[config.mk]
export PLATFORM = sky130hd
export DESIGN_NAME = entropy_pool_lfsr_mixer
export DESIGN_NICKNAME = d
export VERILOG_FILES = /design/src/hw/rtl/epm_pkg.sv /design/src/hw/rtl/epm_pool_mem.sv /design/src/hw/rtl/entropy_pool_lfsr_mixer.sv
export SDC_FILE = /design/constraint.sdc
export NUM_CORES = 1
export LEC_CHECK = 0
export BUFFER_PORTS_ARGS = -buffer_cell sky130_fd_sc_hd__buf_4
export CAP_MARGIN = 5
export CORE_UTILIZATION = 63
export DETAILED_ROUTE_END_ITERATION = 6
export GPL_ROUTABILITY_DRIVEN = 0
export PLACE_DENSITY = 0.77
export SKIP_LAST_GASP = 1
export SYNTH_ARGS = -nofsm -noshare
export SYNTH_HDL_FRONTEND = slang
export SYNTH_SLANG_ARGS = --single-unit
[constraint.sdc]
create_clock -name clk -period 4.4 [get_ports clk]
set_input_delay 0.44 -clock clk [delete_from_list [all_inputs] [get_ports clk]]
set_output_delay 0.44 -clock clk [all_outputs]
set_load 0.1 [all_outputs]
[src/hw/rtl/epm_pkg.sv]
// Shared constants and the twist table for the entropy pool mixer.
// No dependencies; used by the pool memory and the top level.
`timescale 1ns / 1ps
`default_nettype none

package epm_pkg;

    localparam int POOL_WORDS_DEF = 32;
    localparam int WORD_W         = 32;
    localparam int SLOT_OUT_W     = 5;
    localparam int ROT_W          = 5;

    localparam int SLOT_STEP = 67;
    localparam int TAP_OFF_0 = 127;
    localparam int TAP_OFF_1 = 28;
    localparam int TAP_OFF_2 = 26;
    localparam int TAP_OFF_3 = 1;

    localparam logic [ROT_W-1:0] ROT_STEP      = 5'd7;
    localparam logic [ROT_W-1:0] ROT_STEP_WRAP = 5'd14;

    localparam int               NUM_READS = 5;
    localparam logic [2:0]       LAST_READ = 3'(NUM_READS - 1);

    function automatic logic [WORD_W-1:0] twist(input logic [2:0] sel);
        logic [WORD_W-1:0] val;
        case (sel)
            3'd0:    val = 32'h0000_0000;
            3'd1:    val = 32'h3b6e_20c8;
            3'd2:    val = 32'h76dc_4190;
            3'd3:    val = 32'h4db2_6158;
            3'd4:    val = 32'hedb8_8320;
            3'd5:    val = 32'hd6d6_a3e8;
            3'd6:    val = 32'h9b64_c2b0;
            3'd7:    val = 32'ha00a_e278;
            default: val = 32'h0000_0000;
        endcase
        return val;
    endfunction

endpackage

`default_nettype wire

[src/hw/rtl/epm_pool_mem.sv]
// Pool storage: one synchronous read port, one write port, per-entry valid bits.
// Depends on epm_pkg; unwritten entries read as zero after reset.
`timescale 1ns / 1ps
`default_nettype none

module epm_pool_mem #(
    parameter int POOL_WORDS = epm_pkg::POOL_WORDS_DEF,
    parameter int IDX_W      = $clog2(POOL_WORDS)
) (
    input  wire logic                       clk,
    input  wire logic                       rst_n,
    input  wire logic [IDX_W-1:0]           rd_addr,
    output logic [epm_pkg::WORD_W-1:0]      rd_data,
    input  wire logic                       wr_en,
    input  wire logic [IDX_W-1:0]           wr_addr,
    input  wire logic [epm_pkg::WORD_W-1:0] wr_data
);

    logic [epm_pkg::WORD_W-1:0] pool_mem [POOL_WORDS];
    logic [epm_pkg::WORD_W-1:0] data_reg;
    logic                       hit_reg;
    logic [POOL_WORDS-1:0]      valid_reg;
    logic [POOL_WORDS-1:0]      valid_next;

    always_ff @(posedge clk)
    begin
        if (wr_en)
        begin
            pool_mem[wr_addr] <= wr_data;
        end
        data_reg <= pool_mem[rd_addr];
    end

    always_comb
    begin
        valid_next = valid_reg;
        if (wr_en)
        begin
            valid_next[wr_addr] = 1'b1;
        end
    end

    always_ff @(posedge clk or negedge rst_n)
    begin
        if (!rst_n)
        begin
            valid_reg <= '0;
            hit_reg   <= 1'b0;
        end
        else
        begin
            valid_reg <= valid_next;
            hit_reg   <= valid_reg[rd_addr];
        end
    end

    assign rd_data = hit_reg ? data_reg : '0;

endmodule

`default_nettype wire

[src/hw/rtl/entropy_pool_lfsr_mixer.sv]
// Top level of the entropy pool mixer: sequencer, address and mixing datapath.
// Depends on epm_pkg and epm_pool_mem.
`timescale 1ns / 1ps
`default_nettype none

// Folds one 32-bit event word per command into a pool of POOL_WORDS words.
// A word is taken when start is high while busy is low; busy then stays high
// while the slot and its four taps are read in turn through the single read
// port of the pool memory, then while the word is mixed and written back.
// The result (mixed_word, slot_index) is shown with done high for one cycle
// right after, and a new word may be started in that same cycle; start is
// ignored while busy. The pool reads as all zero after reset with no
// clearing pass. The receiver cannot stall; results must be captured when
// done is high.
module entropy_pool_lfsr_mixer #(
    parameter int POOL_WORDS = epm_pkg::POOL_WORDS_DEF
) (
    input  wire logic                              clk,
    input  wire logic                              rst_n,
    input  wire logic                              start,
    output logic                                   busy,
    input  wire logic [epm_pkg::WORD_W-1:0]        event_word,
    output logic                                   done,
    output logic [epm_pkg::WORD_W-1:0]             mixed_word,
    output logic [epm_pkg::SLOT_OUT_W-1:0]         slot_index
);

    localparam int IDX_W = $clog2(POOL_WORDS);
    localparam int SUM_W = IDX_W + 1;

    localparam logic [SUM_W-1:0] POOL_SIZE = SUM_W'(POOL_WORDS);
    localparam logic [SUM_W-1:0] STEP_MOD  = SUM_W'(epm_pkg::SLOT_STEP % POOL_WORDS);
    localparam logic [SUM_W-1:0] TAP0_MOD  = SUM_W'(epm_pkg::TAP_OFF_0 % POOL_WORDS);
    localparam logic [SUM_W-1:0] TAP1_MOD  = SUM_W'(epm_pkg::TAP_OFF_1 % POOL_WORDS);
    localparam logic [SUM_W-1:0] TAP2_MOD  = SUM_W'(epm_pkg::TAP_OFF_2 % POOL_WORDS);
    localparam logic [SUM_W-1:0] TAP3_MOD  = SUM_W'(epm_pkg::TAP_OFF_3 % POOL_WORDS);

    typedef enum logic [2:0] {
        ST_IDLE = 3'b001,
        ST_RD   = 3'b010,
        ST_WR   = 3'b100
    } epm_state_t;

    epm_state_t                      state_reg, state_next;
    logic [2:0]                      step_reg, step_next;
    logic [IDX_W-1:0]                slot_reg, slot_next;
    logic [epm_pkg::ROT_W-1:0]       rot_reg, rot_next;
    logic [epm_pkg::WORD_W-1:0]      word_reg, word_next;
    logic [epm_pkg::WORD_W-1:0]      acc_reg, acc_next;
    logic                            done_reg, done_next;
    logic [epm_pkg::WORD_W-1:0]      mixed_reg, mixed_next;

    logic                            accept;
    logic [SUM_W-1:0]                slot_sum;
    logic [SUM_W-1:0]                tap_off;
    logic [SUM_W-1:0]                tap_sum;
    logic [IDX_W-1:0]                rd_addr;
    logic [epm_pkg::WORD_W-1:0]      rd_data;
    logic                            wr_en;
    logic [epm_pkg::WORD_W-1:0]      fold;
    logic [2*epm_pkg::WORD_W-1:0]    rot_wide;

    assign busy   = (state_reg != ST_IDLE);
    assign accept = start && !busy;

    // advance the pointer
    assign slot_sum = {1'b0, slot_reg} + STEP_MOD;

    always_comb
    begin
        case (step_reg)
            3'd0:    tap_off = '0;
            3'd1:    tap_off = TAP0_MOD;
            3'd2:    tap_off = TAP1_MOD;
            3'd3:    tap_off = TAP2_MOD;
            3'd4:    tap_off = TAP3_MOD;
            default: tap_off = '0;
        endcase
    end

    assign tap_sum = {1'b0, slot_reg} + tap_off;
    assign rd_addr = (tap_sum >= POOL_SIZE) ? IDX_W'(tap_sum - POOL_SIZE)
                                            : IDX_W'(tap_sum);

    assign rot_wide = {word_reg, word_reg} << rot_reg;
    assign fold     = acc_reg ^ rd_data;
    assign wr_en    = (state_reg == ST_WR);

    always_comb
    begin
        state_next = state_reg;
        step_next  = step_reg;
        slot_next  = slot_reg;
        rot_next   = rot_reg;
        word_next  = word_reg;
        acc_next   = acc_reg;
        done_next  = 1'b0;
        mixed_next = mixed_reg;
        case (state_reg)
            ST_IDLE:
            begin
                if (accept)
                begin
                    slot_next  = (slot_sum >= POOL_SIZE) ? IDX_W'(slot_sum - POOL_SIZE)
                                                         : IDX_W'(slot_sum);
                    rot_next   = rot_reg + ((slot_next == '0) ? epm_pkg::ROT_STEP_WRAP
                                                              : epm_pkg::ROT_STEP);
                    word_next  = event_word;
                    step_next  = '0;
                    state_next = ST_RD;
                end
            end
            ST_RD:
            begin
                if (step_reg == '0)
                begin
                    acc_next = rot_wide[2*epm_pkg::WORD_W-1:epm_pkg::WORD_W];
                end
                else
                begin
                    acc_next = fold;
                end
                if (step_reg == epm_pkg::LAST_READ)
                begin
                    state_next = ST_WR;
                end
                else
                begin
                    step_next = step_reg + 3'd1;
                end
            end
            ST_WR:
            begin
                mixed_next = (fold >> 3) ^ epm_pkg::twist(fold[2:0]);
                done_next  = 1'b1;
                state_next = ST_IDLE;
            end
            default:
            begin
                state_next = ST_IDLE;
            end
        endcase
    end

    always_ff @(posedge clk or negedge rst_n)
    begin
        if (!rst_n)
        begin
            state_reg <= ST_IDLE;
            step_reg  <= '0;
            slot_reg  <= '0;
            rot_reg   <= '0;
            done_reg  <= 1'b0;
        end
        else
        begin
            state_reg <= state_next;
            step_reg  <= step_next;
            slot_reg  <= slot_next;
            rot_reg   <= rot_next;
            done_reg  <= done_next;
        end
    end

    always_ff @(posedge clk)
    begin
        word_reg  <= word_next;
        acc_reg   <= acc_next;
        mixed_reg <= mixed_next;
    end

    epm_pool_mem #(
        .POOL_WORDS (POOL_WORDS),
        .IDX_W      (IDX_W)
    ) u_pool (
        .clk     (clk),
        .rst_n   (rst_n),
        .rd_addr (rd_addr),
        .rd_data (rd_data),
        .wr_en   (wr_en),
        .wr_addr (slot_reg),
        .wr_data (mixed_next)
    );

    assign done       = done_reg;
    assign mixed_word = mixed_reg;
    assign slot_index = slot_reg[epm_pkg::SLOT_OUT_W-1:0];

`ifndef NO_ASSERTIONS
    a_done_after_write: assert property (@(posedge clk) disable iff (!rst_n)
        done |-> $past(state_reg == ST_WR))
        else $error("done without a preceding write-back");

    a_accept_goes_busy: assert property (@(posedge clk) disable iff (!rst_n)
        accept |=> (state_reg == ST_RD) && (step_reg == '0))
        else $error("accepted word did not start the read sequence");

    a_read_count: assert property (@(posedge clk) disable iff (!rst_n)
        (state_reg == ST_WR) |-> $past(state_reg == ST_RD)
                                 && $past(step_reg == epm_pkg::LAST_READ))
        else $error("write-back before all pool reads issued");

    a_slot_stable: assert property (@(posedge clk) disable iff (!rst_n)
        (busy && !$past(accept)) |-> $stable(slot_reg) && $stable(rot_reg))
        else $error("slot or rotation changed mid-word");
`endif

endmodule

`default_nettype wire
==> results.ini <==
[floorplanning]
io_pins = 74
rows = 101
dieArea_um2 = 77600
start_util = 0.636
die_w_um = 279
coreArea_um2 = 75800
chipHeight_um = 279

[final_layout]
largest_reg_flops = 1024
nFillCells = 4150
syn_to_final_growth_pct = 13.7
layout-drive-gt1-share = 0.303
fin_nets = 2672
final_cell_area_um2 = 54800
top_register = u_pool.pool_mem
multi_input_area_um2 = 12500
seqCellArea_um2 = 35200

[logic_synthesis]
syn_area_per_cell_um2 = 20.0
synth_warnings = 0
synth_seq_cells = 1202
synth_compound_area_frac = 0.0364
synthArstFlopShare = 0.0416
synthTopCellsByArea = edfxtp_1 68%, mux4_2 9.0%, mux4_1 3.9%
yosys.area_share.simple = 0.0245
syn_nets = 2466
synth_edf_count = 1088
syn_area_um2 = 48200
synth_top_area_frac = 0.678
synthDistinctLibCells = 59
synthMuxAreaShare = 0.171
synth_fa_ha_area_frac = 0.00483
synth_ff_type = edfxtp_1
synth_xor_area_frac = 0.0137
synth_top_area_cell = edfxtp_1
synth_top_family_by_area = multiplexers
syn_inst = 2413
yosysSeqAreaShare = 0.731

[timing]
rsz0062_at_grt = false
slew_violations = 0
hold_viol = 0
period_needed_ps = 3870
setup_violations = 0
worstMarginPinSlew_ps = 1270
fmax_mhz = 258
tns_ps = 0
max_slew_margin = 0.156
period_share = 0.880
fin_skew_ps = 42.0
worst_slack_ps = 528
holdWs_ps = 322

[clock_network]
cts_max_level = 3
cts_hold_buf = 33
numCtsBuffers = 113
cts_max_path_buffers = 3
cts.sinks = 1202
clk_latency_ps = 700
clockRootBuffer = clkbuf_16
cts_setup_buffers = 0
cts_tree = built
cts_resized = 0
path_clk_slew_ps = 60

[critical_path]
critPathMaxFanout = 27
required_ps = 4950
crit_path_end_kind = register
cp-start-kind = register
critical_path_class = register to register
crit_arrival_ps = 4420

[power_and_ir_drop]
comb_power_share = 0.485
p_clk_frac = 0.216
p_seq_frac = 0.299
switching_share = 0.374
powerDensity_nw_per_um2 = 843
p_int_mw = 28.9
cellLeakagePower_nw = 17.9
p_switching_mw = 17.3
ir_worst_vdd_mv = 1.04
power_mw = 46.1

[detailed_routing]
vias_per_cell = 7.07
wl_per_cell_um = 33.1
route.antenna.remaining_nets = 0
vias = 26100
drtPass1Iterations = 7
drtIter0Drc = 3942
drc = 0
routed_wl_um = 122000

[global_route]
antenna_found_initial = 4
grt_pass1_wl_um = 177000
overflow = 0
grt_max_degree = 74
grt_usage = 0.319
grt_pass1_vias = 25900

[placed_design]
dp_slack_ps = 563
place_hpwl_um = 68900
port-buffer-count = 73
placed_area_um2 = 50600

[min_path]
hp-class = input pin to asynchronous set/reset pin

[status]
status = finished clean

[run]
cap_violations = 0

==> area by class of cell <==
type                    instances  area share
clock buffers                 151      0.0568
multi-input cells            1062       0.228
flip-flops and latches       1202       0.643
clock inverters                63      0.0128
inverters                      14    0.000960
well taps                     978      0.0223
diodes                          1   0.0000457
repair buffers                226      0.0361
==> logic make-up (layout without fill, tap and decap cells) <==
family	after synthesis	in the layout
fa+ha+maj	18	18
flops	1202	1202
compound gates	264	264
simple gates	265	265
xor+xnor	71	71
buf+inv	149	454
other cells	0	1
mux	444	444
==> synth_stat cells (2+ instances only) <==
cell type	count
a2111o_1	8
a21oi_1	4
a221o_1	8
a22oi_1	8
and3_1	2
buf_12	2
buf_2	28
buf_4	11
buf_6	30
clkbuf_1	61
dfrtp_1	49
dfxtp_1	64
edfxtp_1	1088
ha_1	17
inv_1	14
mux2_1	13
mux2_2	151
mux2i_1	13
mux2i_2	2
mux4_1	71
mux4_2	193
nand2_1	98
nand2b_1	5
nand3_1	4
nand3b_1	3
nor2_1	97
nor2_2	4
nor2b_1	4
o2111ai_1	8
o21ai_0	53
o21ai_1	7
o221ai_1	14
o22a_1	14
o22ai_1	135
or2_2	33
or3_1	7
xnor2_1	31
xnor2_2	2
xor2_1	35
xor2_2	3
==> routing by layer <==
metal | wire (um) | part of all wire | global-route usage | vias up
li1 | - | - | - | 10300
met1 | 45200 | 0.37 | 0.442 | 13600
met2 | 59600 | 0.49 | 0.515 | 1901
met4 | 4940 | 0.040 | 0.126 | 4
met3 | 12700 | 0.10 | 0.0531 | 279
met5 | 27 | 0.00022 | 0 | -
==> critical path, cell delays in order, from the launching register on <==
cell and delay [ps]:
dfrtp_1 410, inv_1 120, ha_1 220, nand2_1 110, nand2_1 120, ha_4 130
inv_1 50, fa_4 990, buf_12 290, buf_4 220, mux4_1 290, mux2_2 290
o22ai_1 300, nor2_1 130
==> worst paths after layout <==
check                                     from  slack [ps]  depth (start not counted)              endpoint
max in group asynchronous                rst_n        3630                          2          state_reg[1]
min                                      rst_n         320                          2  u_pool.valid_reg[20]
max                                step_reg[1]         530                         13   u_pool.data_reg[19]
min reg2reg                u_pool.valid_reg[3]         470                          1   u_pool.valid_reg[3]
min in group clk                         start         320                          3         slot_index[1]
max reg2reg                        step_reg[1]         530                         13   u_pool.data_reg[19]
==> power by group through the flow <==
stage	sequential [mW]	combinational (mW)	clock [mW]
after floorplan	14.2	15.8	0
after global placement	14.0	21.4	0
after detailed placement	14.0	21.8	0
after CTS	13.8	22.2	10.0
after global routing	13.8	23.4	10.4
final	13.8	22.4	9.95
==> placed cells by master (no fill, tap or decap), types with 7 or more instances in the layout <==
master	Yosys	final
buf_4	11	176
mux4_2	193	193
mux2_1	13	13
bufinv_16	0	12
o2111ai_1	8	8
clkbuf_8	1	14
or2_2	33	33
nor2_1	97	65
inv_1	14	14
o22a_1	14	14
a221o_1	8	8
a2111o_1	8	8
o21ai_2	0	22
o221ai_1	14	14
mux2i_1	13	12
or3_1	7	7
edfxtp_1	1088	1088
xor2_1	35	35
mux2_2	151	151
clkbuf_16	0	113
buf_12	2	14
ha_1	17	16
clkinv_1	0	16
o21ai_0	53	26
clkinv_2	0	20
dfxtp_1	64	64
nor2_4	1	33
nand2_1	98	97
dlygate4sd3_1	0	33
dfrtp_1	49	49
clkbuf_1	61	24
o21ai_1	7	10
o22ai_1	135	135
xnor2_1	31	31
a22oi_1	8	8
mux4_1	71	71
==> stage by stage <==
| step | utilization | instances |
|---|---|---|
| 2_1_floorplan | - | 2413 |
| 3_5_place_dp | 0.667 | 3446 |
| 4_1_cts | 0.721 | 3693 |
| 6_report | 0.722 | 3697 |
| 5_1_grt | 0.722 | 3696 |
| 3_3_place_gp | 0.667 | 3446 |
No activity file was read; power rests on OpenSTA's default activity.
